File: src/krt_pkg.sv
// Shared types, codes and sizes for the keyed record table.
`timescale 1ns / 1ps

package krt_pkg;

	// Default table depth
	localparam int unsigned ENTRIES_DEF = 16;

	// Fixed widths of the result fields
	localparam int unsigned SLOT_W  = 4;
	localparam int unsigned COUNT_W = 5;

	// Function codes of an input word
	localparam logic [1:0] FUNC_UPDATE = 2'd0;
	localparam logic [1:0] FUNC_LOOKUP = 2'd1;
	localparam logic [1:0] FUNC_READ   = 2'd2;

	// Result status codes
	typedef enum logic [2:0] {
		ST_INSERTED  = 3'd0,
		ST_UPDATED   = 3'd1,
		ST_STALE     = 3'd2,
		ST_FOUND     = 3'd3,
		ST_NOT_FOUND = 3'd4,
		ST_FULL      = 3'd5
	} status_t;

	// One stored record
	typedef struct packed {
		logic        [15:0] key;
		logic        [7:0]  kind;
		logic signed [31:0] request;
		logic signed [31:0] reading;
	} record_t;

endpackage

File: src/keyed_record_table_stale_filter_core.sv
// Last-value record table keyed by sender, with stale request filtering.
`timescale 1ns / 1ps

// Table of the latest record per sender key, held in one synchronous memory.
// A word is taken when start is high and busy is low; its result appears on the
// result ports for a single cycle with done high, and must be captured then.
// Update and lookup scan the valid entries in slot order through the single
// memory read port, one entry per cycle, and stop at the first slot that holds
// the key or after the last valid entry. Read by slot index and unused function
// codes go straight to the read state without a scan. A new word may be started
// in the cycle its predecessor's result is shown. Entries are written only on
// insert or newer update; no entry at or above the entry count is used, so the
// memory needs no clearing after reset.
module keyed_record_table_stale_filter_core #(
	parameter int unsigned ENTRIES = krt_pkg::ENTRIES_DEF
) (
	input  logic               clk,
	input  logic               arst_n,
	input  logic               start,
	output logic               busy,
	input  logic [1:0]         func,
	input  logic [15:0]        key,
	input  logic [7:0]         board_kind,
	input  logic signed [31:0] request_number,
	input  logic signed [31:0] reading,
	input  logic [3:0]         read_index,
	output logic               done,
	output logic [2:0]         status,
	output logic [3:0]         slot,
	output logic [15:0]        out_key,
	output logic [7:0]         out_kind,
	output logic signed [31:0] out_request,
	output logic signed [31:0] out_reading,
	output logic [4:0]         entry_count
);

	localparam int unsigned IW = $clog2(ENTRIES);
	localparam int unsigned CW = $clog2(ENTRIES + 1);

	typedef enum logic [1:0] {
		S_IDLE,
		S_SCAN,
		S_READ
	} state_t;

	state_t                   state_q;
	logic [1:0]               func_q;
	krt_pkg::record_t         new_q;
	logic [CW-1:0]            fill_q;
	logic [CW-1:0]            ptr_q;
	logic                     chk_q;
	logic [IW-1:0]            chk_slot_q;
	logic                     done_q;
	krt_pkg::status_t         status_q;
	logic [IW-1:0]            slot_q;
	krt_pkg::record_t         res_q;

	krt_pkg::record_t         rec_mem [ENTRIES];
	krt_pkg::record_t         rdata_q;

	logic [IW-1:0]            rd_addr;
	logic                     we;
	logic [IW-1:0]            wr_addr;
	logic                     hit;
	logic                     newer;
	logic                     full;

	// Compare the word under test against the entry just read
	assign hit   = chk_q && (rdata_q.key == new_q.key);
	assign newer = new_q.request > rdata_q.request;
	assign full  = (fill_q == CW'(ENTRIES));

	// Drive memory address and write enable
	always_comb begin
		rd_addr = '0;
		we      = 1'b0;
		wr_addr = chk_slot_q;
		case (state_q)
			S_IDLE: begin
				if (start && func == krt_pkg::FUNC_READ) begin
					rd_addr = IW'(read_index);
				end
			end
			S_SCAN: begin
				rd_addr = IW'(ptr_q);
				if (func_q == krt_pkg::FUNC_UPDATE) begin
					if (hit && newer) begin
						we = 1'b1;
					end else if (!chk_q && !full) begin
						we      = 1'b1;
						wr_addr = IW'(fill_q);
					end
				end
			end
			default: begin
				rd_addr = '0;
			end
		endcase
	end

	// Record memory: one write port, one registered read port
	always_ff @(posedge clk) begin
		if (we) begin
			rec_mem[wr_addr] <= new_q;
		end
		rdata_q <= rec_mem[rd_addr];
	end

	// Sequence the scan and register the result word
	always_ff @(posedge clk or negedge arst_n) begin
		if (!arst_n) begin
			state_q    <= S_IDLE;
			fill_q     <= '0;
			ptr_q      <= '0;
			chk_q      <= 1'b0;
			chk_slot_q <= '0;
			done_q     <= 1'b0;
			func_q     <= '0;
			status_q   <= krt_pkg::ST_NOT_FOUND;
			slot_q     <= '0;
			res_q      <= '0;
			new_q      <= '0;
		end else begin
			done_q <= 1'b0;
			unique case (state_q)
				S_IDLE: begin
					if (start) begin
						func_q  <= func;
						new_q   <= '{key: key, kind: board_kind,
							request: request_number, reading: reading};
						ptr_q   <= CW'(1);
						if (func == krt_pkg::FUNC_READ) begin
							chk_q      <= (32'(read_index) < 32'(fill_q));
							chk_slot_q <= IW'(read_index);
							state_q    <= S_READ;
						end else if (func == krt_pkg::FUNC_UPDATE ||
							func == krt_pkg::FUNC_LOOKUP) begin
							chk_q      <= (fill_q != '0);
							chk_slot_q <= '0;
							state_q    <= S_SCAN;
						end else begin
							chk_q      <= 1'b0;
							chk_slot_q <= '0;
							state_q    <= S_READ;
						end
					end
				end
				S_SCAN: begin
					if (hit) begin
						// Key present: lookup reports it found; update writes if newer, else drops as stale
						done_q  <= 1'b1;
						slot_q  <= chk_slot_q;
						state_q <= S_IDLE;
						if (func_q == krt_pkg::FUNC_LOOKUP) begin
							status_q <= krt_pkg::ST_FOUND;
							res_q    <= rdata_q;
						end else if (newer) begin
							status_q <= krt_pkg::ST_UPDATED;
							res_q    <= new_q;
						end else begin
							status_q <= krt_pkg::ST_STALE;
							res_q    <= rdata_q;
						end
					end else if (!chk_q) begin
						// Key absent: lookup reports not found; update appends, or refuses when full
						done_q  <= 1'b1;
						state_q <= S_IDLE;
						if (func_q == krt_pkg::FUNC_LOOKUP) begin
							status_q <= krt_pkg::ST_NOT_FOUND;
							slot_q   <= '0;
							res_q    <= '0;
						end else if (full) begin
							status_q <= krt_pkg::ST_FULL;
							slot_q   <= '0;
							res_q    <= '0;
						end else begin
							status_q <= krt_pkg::ST_INSERTED;
							slot_q   <= IW'(fill_q);
							res_q    <= new_q;
							fill_q   <= fill_q + CW'(1);
						end
					end else begin
						// Advance to the next entry
						chk_q      <= (ptr_q < fill_q);
						chk_slot_q <= IW'(ptr_q);
						ptr_q      <= ptr_q + CW'(1);
					end
				end
				S_READ: begin
					done_q  <= 1'b1;
					state_q <= S_IDLE;
					if (chk_q) begin
						status_q <= krt_pkg::ST_FOUND;
						slot_q   <= chk_slot_q;
						res_q    <= rdata_q;
					end else begin
						status_q <= krt_pkg::ST_NOT_FOUND;
						slot_q   <= '0;
						res_q    <= '0;
					end
				end
				default: begin
					state_q <= S_IDLE;
				end
			endcase
		end
	end

	// Result ports
	assign busy        = (state_q != S_IDLE);
	assign done        = done_q;
	assign status      = status_q;
	assign slot        = krt_pkg::SLOT_W'(slot_q);
	assign out_key     = res_q.key;
	assign out_kind    = res_q.kind;
	assign out_request = res_q.request;
	assign out_reading = res_q.reading;
	assign entry_count = krt_pkg::COUNT_W'(fill_q);

	// Check sequencing and table bookkeeping
	a_done_idle: assert property (@(posedge clk) disable iff (!arst_n)
		done |-> !busy)
		else $error("result shown while still busy");

	a_accept_busy: assert property (@(posedge clk) disable iff (!arst_n)
		start && !busy |=> busy)
		else $error("accepted word did not raise busy");

	a_fill_bound: assert property (@(posedge clk) disable iff (!arst_n)
		32'(fill_q) <= ENTRIES)
		else $error("entry count beyond table depth");

	a_full_count: assert property (@(posedge clk) disable iff (!arst_n)
		done && status == krt_pkg::ST_FULL |-> full)
		else $error("table full reported below capacity");

	a_insert_grow: assert property (@(posedge clk) disable iff (!arst_n)
		done && status == krt_pkg::ST_INSERTED |-> fill_q == $past(fill_q) + CW'(1))
		else $error("insert did not grow the entry count");

endmodule

File: config.mk
export PLATFORM = sky130hd
export DESIGN_NAME = keyed_record_table_stale_filter_core
export DESIGN_NICKNAME = d
export VERILOG_FILES = /design/src/krt_pkg.sv /design/src/keyed_record_table_stale_filter_core.sv
export SDC_FILE = /design/constraint.sdc
export NUM_CORES = 2
export LEC_CHECK = 0
export ABC_AREA = 1
export ABC_CLOCK_PERIOD_IN_PS = 9000
export BUFFER_PORTS_ARGS = -buffer_cell sky130_fd_sc_hd__buf_2
export CAP_MARGIN = 5
export CORE_MARGIN = 4
export CORE_UTILIZATION = 25
export DETAILED_ROUTE_END_ITERATION = 12
export GPL_TIMING_DRIVEN = 0
export PLACE_DENSITY = 0.45
export SYNTH_ARGS = -nofsm -noshare
export SYNTH_HDL_FRONTEND = slang
export SYNTH_SLANG_ARGS = --single-unit
File: constraint.sdc
create_clock -name clk -period 9 [get_ports clk]
set_clock_uncertainty 0.2 [all_clocks]
set_input_delay 1.8 -clock clk [delete_from_list [all_inputs] [get_ports clk]]
set_output_delay 1.8 -clock clk [all_outputs]
set_load 0.01 [all_outputs]
* Word-level counts from Yosys, hierarchy flattened
Memories as Yosys holds them, arrays and structs flattened. A register that Yosys moved wholly into a read port is not among the register bits.
Cells that the tools add are included.
** Word-level totals
- Register bits :: 203
- Latch bits :: 0
- Memory bits (writable) :: 1408
- Bits in read-only memories :: 0
- Input port bits :: 97
- Output and inout port bits :: 102
- Word-level logic and storage cells :: 116
- Memories kept :: 1
** Operators by class
- Add/sub/neg operators :: 2
- Multipliers :: 0
- Div/mod/pow operators :: 0
- Magnitude comparators :: 3
- Eq/ne operators :: 11
- Shift operators :: 0
- Muxes and demuxes :: 58
- Bitwise gates (word level) :: 4
- Reductions and logical operators :: 20
** Memory list
- rec_mem :: words 16, bits a word 88, read ports 1, clocked after Yosys merged registers in 1, write ports 1, line keyed_record_table_stale_filter_core.sv:58 : krt_pkg::record_t rec_mem [ENTRIES];
** Operators by type and width (count)
- two-way mux 88 bit :: 7
- one-hot mux 88 bit (2 select lines) :: 1
- two-way mux 4 bit :: 14
- > comparator 32 bit :: 1
- one-hot mux 4 bit (2 select lines) :: 3
- equality test 16 bit :: 1
- two-way mux 3 bit :: 5
- two-way mux 5 bit :: 3
- two-way mux 2 bit :: 7
- two-way mux 1 bit :: 13
- adder 5 x 1 -> 5 bit, second input constant :: 2
- one-hot mux 5 bit (2 select lines) :: 1
- equality test 2 x 1 -> 1 bit, second input constant :: 3
- logical NOT 2 bit :: 3
- inequality test 2 bit, second input constant :: 3
- one-hot mux 3 bit (2 select lines) :: 1
- AND reduction 2 bit :: 3
- nonzero test 2 bit :: 3
- equality test 5 bit, second input constant :: 1
- less-than comparator 4 x 5 -> 1 bit :: 1
- less-than comparator 5 bit :: 1
- AND reduction 5 bit :: 1
- nonzero test 5 bit :: 1
- equality test 2 bit, second input constant :: 2
- other kinds (9) :: 17

* Logic depth before layout (Yosys ltp)
- Depth after elaboration :: 9
- Mapped depth :: 21
- Mapped depth without buffers :: 19

* Worst setup path after synthesis
Ideal clock, no wire load.
- Path kind :: flip-flop to flip-flop
- From :: reg new_q[63] (netlist bit)
- To :: mem rec_mem[0][0] (netlist bit) (enable)
- Setup time :: 536 ps
- Arrival time :: 5676 ps
- Data required time :: 8264 ps
- Path slack :: 2589 ps
- Stages on the path, launching flop included :: 13
- Buffers on the path :: 0
- Period minus slack after synthesis :: 6411 ps
- Cell sequence :: dfrtp_1 ha_1 a21oi_1 o21a_1 nand2_1 a21oi_1 nand2_1 nand2_1 and2_1 nand3_1 nand2_1 nand4_1 nor2_1
** Between the ends
- Longest elaborated chain between the ends :: 7
- Elaborated cells between the ends (all ways) :: 10
- Those cells by class :: 1 x order compare; 8 x mux; 1 x reduce/logical
** Ends and longest elaborated chain
- start: declaration :: line keyed_record_table_stale_filter_core.sv:48 : krt_pkg::record_t new_q;
- start signal: assignment :: line keyed_record_table_stale_filter_core.sv:129 : new_q <= '{key: key, kind: board_kind,
- > comparator 32 bit (*) :: line keyed_record_table_stale_filter_core.sv:70 : assign newer = new_q.request > rdata_q.request;
- logical AND 1 bit (*) :: line keyed_record_table_stale_filter_core.sv:87 : if (hit && newer) begin
- two-way mux 1 bit :: line keyed_record_table_stale_filter_core.sv:87
- two-way mux 1 bit :: line keyed_record_table_stale_filter_core.sv:86 : if (func_q == krt_pkg::FUNC_UPDATE) begin
- two-way mux 1 bit :: line keyed_record_table_stale_filter_core.sv:78 : case (state_q)
- two-way mux 1 bit :: line keyed_record_table_stale_filter_core.sv:103 : if (we) begin
- two-way mux 1 bit (not written as such) :: line keyed_record_table_stale_filter_core.sv:104 : rec_mem[wr_addr] <= new_q;
- end: declaration :: line keyed_record_table_stale_filter_core.sv:58
Every way passes the cells marked *; elsewhere a longest branch is shown, timed or not.

* Worst setup path after layout
- From :: reg new_q[63] (netlist bit)
- To :: mem rec_mem[3][41] (netlist bit) (enable)
The elaborated chain is that of the path after synthesis.

==> impl_metrics.env <==
export IMPL_status="completed"
export IMPL_finalHoldViolations=0
export IMPL_rsz0062_at_grt="no"
export IMPL_synthArstFlopShare_pct=11.9
export IMPL_grt_pass1_wl_um=384000
export IMPL_clk_latency_ns=0.82
export IMPL_drt_iter0_drc=6062
export IMPL_rows=192
export IMPL_cp_max_fo=22
export IMPL_yosysMostFrequentCell="edfxtp_1"
export IMPL_cpPeakStageDelay_ns=0.97
export IMPL_clock_fmax_ghz=0.153
export IMPL_slowest_stage="dfrtp_1"
export IMPL_antenna_found_initial=36
export IMPL_synth_area_leaders="edfxtp_1 (61%), dfrtp_1 (7.3%), o21ai_0 (6.9%)"
export IMPL_ir_drop_mv=0.213
export IMPL_layout_cells_non_filler=9927
export IMPL_die_h_um=533
export IMPL_clockBufferDepth=3
export IMPL_min_period_over_period_pct=72.8
export IMPL_startpoint_type="register"
export IMPL_ant_nets=0
export IMPL_relSlewSlack_pct=1.25
export IMPL_ctsHoldBuffers=0
export IMPL_p_per_area_nw_per_um2=319
export IMPL_wl_per_cell_um=28.2
export IMPL_dp_cells=9582
export IMPL_cp_buffers_inverters=4
export IMPL_grt_busiest_layer="met2"
export IMPL_drive_gt1_share_pct=10.4
export IMPL_yosys_most_used_dff="edfxtp_1"
export IMPL_drv_cap=0
export IMPL_cp_top_family="simple AND/OR/NAND/NOR gates"
export IMPL_finalSetupViolCount=0
export IMPL_postCtsSetupBuffers=0
export IMPL_clk_pin_slew_ns=0.06
export IMPL_met1_usage_pct=27.4
export IMPL_tightest_slew_ns=1.48
export IMPL_synth_area_um2=68900
export IMPL_finalSetupTns_ns=0
export IMPL_ios=199
export IMPL_use_met2_pct=29.4
export IMPL_min_period_ns=6.56
export IMPL_overflow=0
export IMPL_cts_buffers=178
export IMPL_worstPathArrival_ns=6.85
export IMPL_power_w=0.0260
export IMPL_start_util_pct=25.1
export IMPL_core_area_um2=274000
export IMPL_crit_path_cell_trace="ha_1 > nand2_1 > nor2_2 > nand2_1 > nor4_2 > nand2_1 > nand3_2 > and2_1 > nand3_1 > nand2_1 > nand4_1 > nor2_4 > buf_12 > buf_12 > buf_12 > buf_12"
export IMPL_drv_slew=0
export IMPL_avgSynthCellArea_um2=12.0
export IMPL_first_pass_iters=7
export IMPL_synth_top_cell_by_area="edfxtp_1"
export IMPL_ys_types=44
export IMPL_ys_seq_area_share_pct=71.3
export IMPL_dieArea_um2=284000
export IMPL_grt_max_degree=99
export IMPL_finalNetCount=6315
export IMPL_post_cts_resize_count=0
export IMPL_gp_congestion=0.848
export IMPL_endpoint_kind="register"
export IMPL_crit_type="register to register"
export IMPL_clock_sinks=1699
export IMPL_routed_wl_um=280000
export IMPL_area_growth_pct=18.6
export IMPL_dieWidth_um=533
export IMPL_hp_class="register to register"
export IMPL_netlist_top_cells_count="edfxtp_1 (1408), o21ai_0 (950), a21oi_1 (911)"
export IMPL_yosys_warnings=0
export IMPL_synth_top_area_share_pct=61.4
export IMPL_first_global_vias=47691
export IMPL_hpwl_um=201000
export IMPL_route_detailed_drc=0
export IMPL_io_buffer_count=198
export IMPL_grtUsageTotal_pct=19.0
export IMPL_vias_per_cell=5.03
export IMPL_syn_inst=5722
export IMPL_num_vias=49939
export IMPL_ys_seq_elements=1699
export IMPL_required_ns=9.29
export IMPL_leakage_nw=27.8
export IMPL_cts_tree="yes"
export IMPL_syn_nets=5864
export IMPL_cts_root_buffer="clkbuf_16"
export IMPL_use_met3_pct=3.59
export IMPL_synth_edf_count=1408
export IMPL_htree_levels=4
==> metal layers <==
metal	wire length, µm	vias to the layer above
li1	-	21949
met1	125000	25391
met2	125000	2242
met3	23100	355
met4	7180	2
met5	13	-
==> worst min-delay path: cells and delay by family, from the launching register on <==
| kind | cells | cell delay, ns |
|---|---|---|
| AO/OA/AOI/OAI | 1 | 0.06 |
| flip-flops | 1 | 0.37 |
| AND/OR/NAND/NOR | 1 | 0.05 |
==> cells by family after synthesis <==
logic type	Yosys count	share of synthesized area (%)
AO/OA/AOI/OAI	2126	16.7
XOR/XNOR	18	0.229
adder cells (fa/ha/maj)	45	0.818
buffers and inverters	833	4.78
flip-flops	1699	71.3
multiplexers	1	0.0164
AND/OR/NAND/NOR	1000	6.15
==> final timing paths <==
kind                            from              to  slack [ns]  cells after the start
min in group asynchronous     arst_n  out_reading[0]        0.73                      1
hold / removal             status[2]       status[2]        0.29                      2
setup / recovery           new_q[63]  rec_mem[3][41]        2.44                     16
setup reg to reg           new_q[63]  rec_mem[3][41]        2.44                     16
hold reg to reg            status[2]       status[2]        0.29                      2
max in group asynchronous     arst_n       new_q[49]        6.50                      3
==> where the power goes <==
part / internal [W] / switching, W
Combinational: 0.00177 / 0.00499
Clock: 0.00407 / 0.00324
Sequential: 0.0103 / 0.00168
Total: 0.0161 / 0.00990
==> cells in the final DEF, fill, tap and decap left out, drive strengths merged, types with 11 or more instances in the layout <==
cell and n:
dfrtp 202, o32ai 56, nor3 124, nand3 192
nand2 328, ha 45, buf 390, clkinv 69
clkbuf 559, o221ai 120, o21ai 973, o211ai 53
a21oi 912, edfxtp 1408, nor2 340, diode 11
inv 405, nand4 13, dfxtp 88
==> through the flow <==
stage	setup slack (ns)	util (%)	hold slack (ns)	area, µm²
finish	2.44	29.8	0.289	81600
global route	2.11	29.8	0.302	81600
CTS	2.27	29.8	0.292	81600
detailed placement	1.92	27.8	0.282	76000
global placement	-4.89	27.1	0.282	74300
floorplan	2.59	-	0.272	68900
==> sequential cells by signal, indices dropped and copies added (netlist names), 8 cells and up <==
name and cells:
out_reading 32, out_kind 8, new_q 88, rec_mem 1408, rdata_q 88, out_key 16, out_request 32
==> cell type report <==
class	instances	area, µm²
Sequential cell	1699	49100
Buffer	436	1810
Fill cell	28062	192000
Tap cell	3589	4490
Multi-Input combinational cell	3190	16600
Clock buffer	242	4840
Timing Repair Buffer	271	2510
Antenna cell	11	27.5
Inverter	397	1490
Clock inverter	92	779
Note: power is estimated with default switching activity, not from simulation.
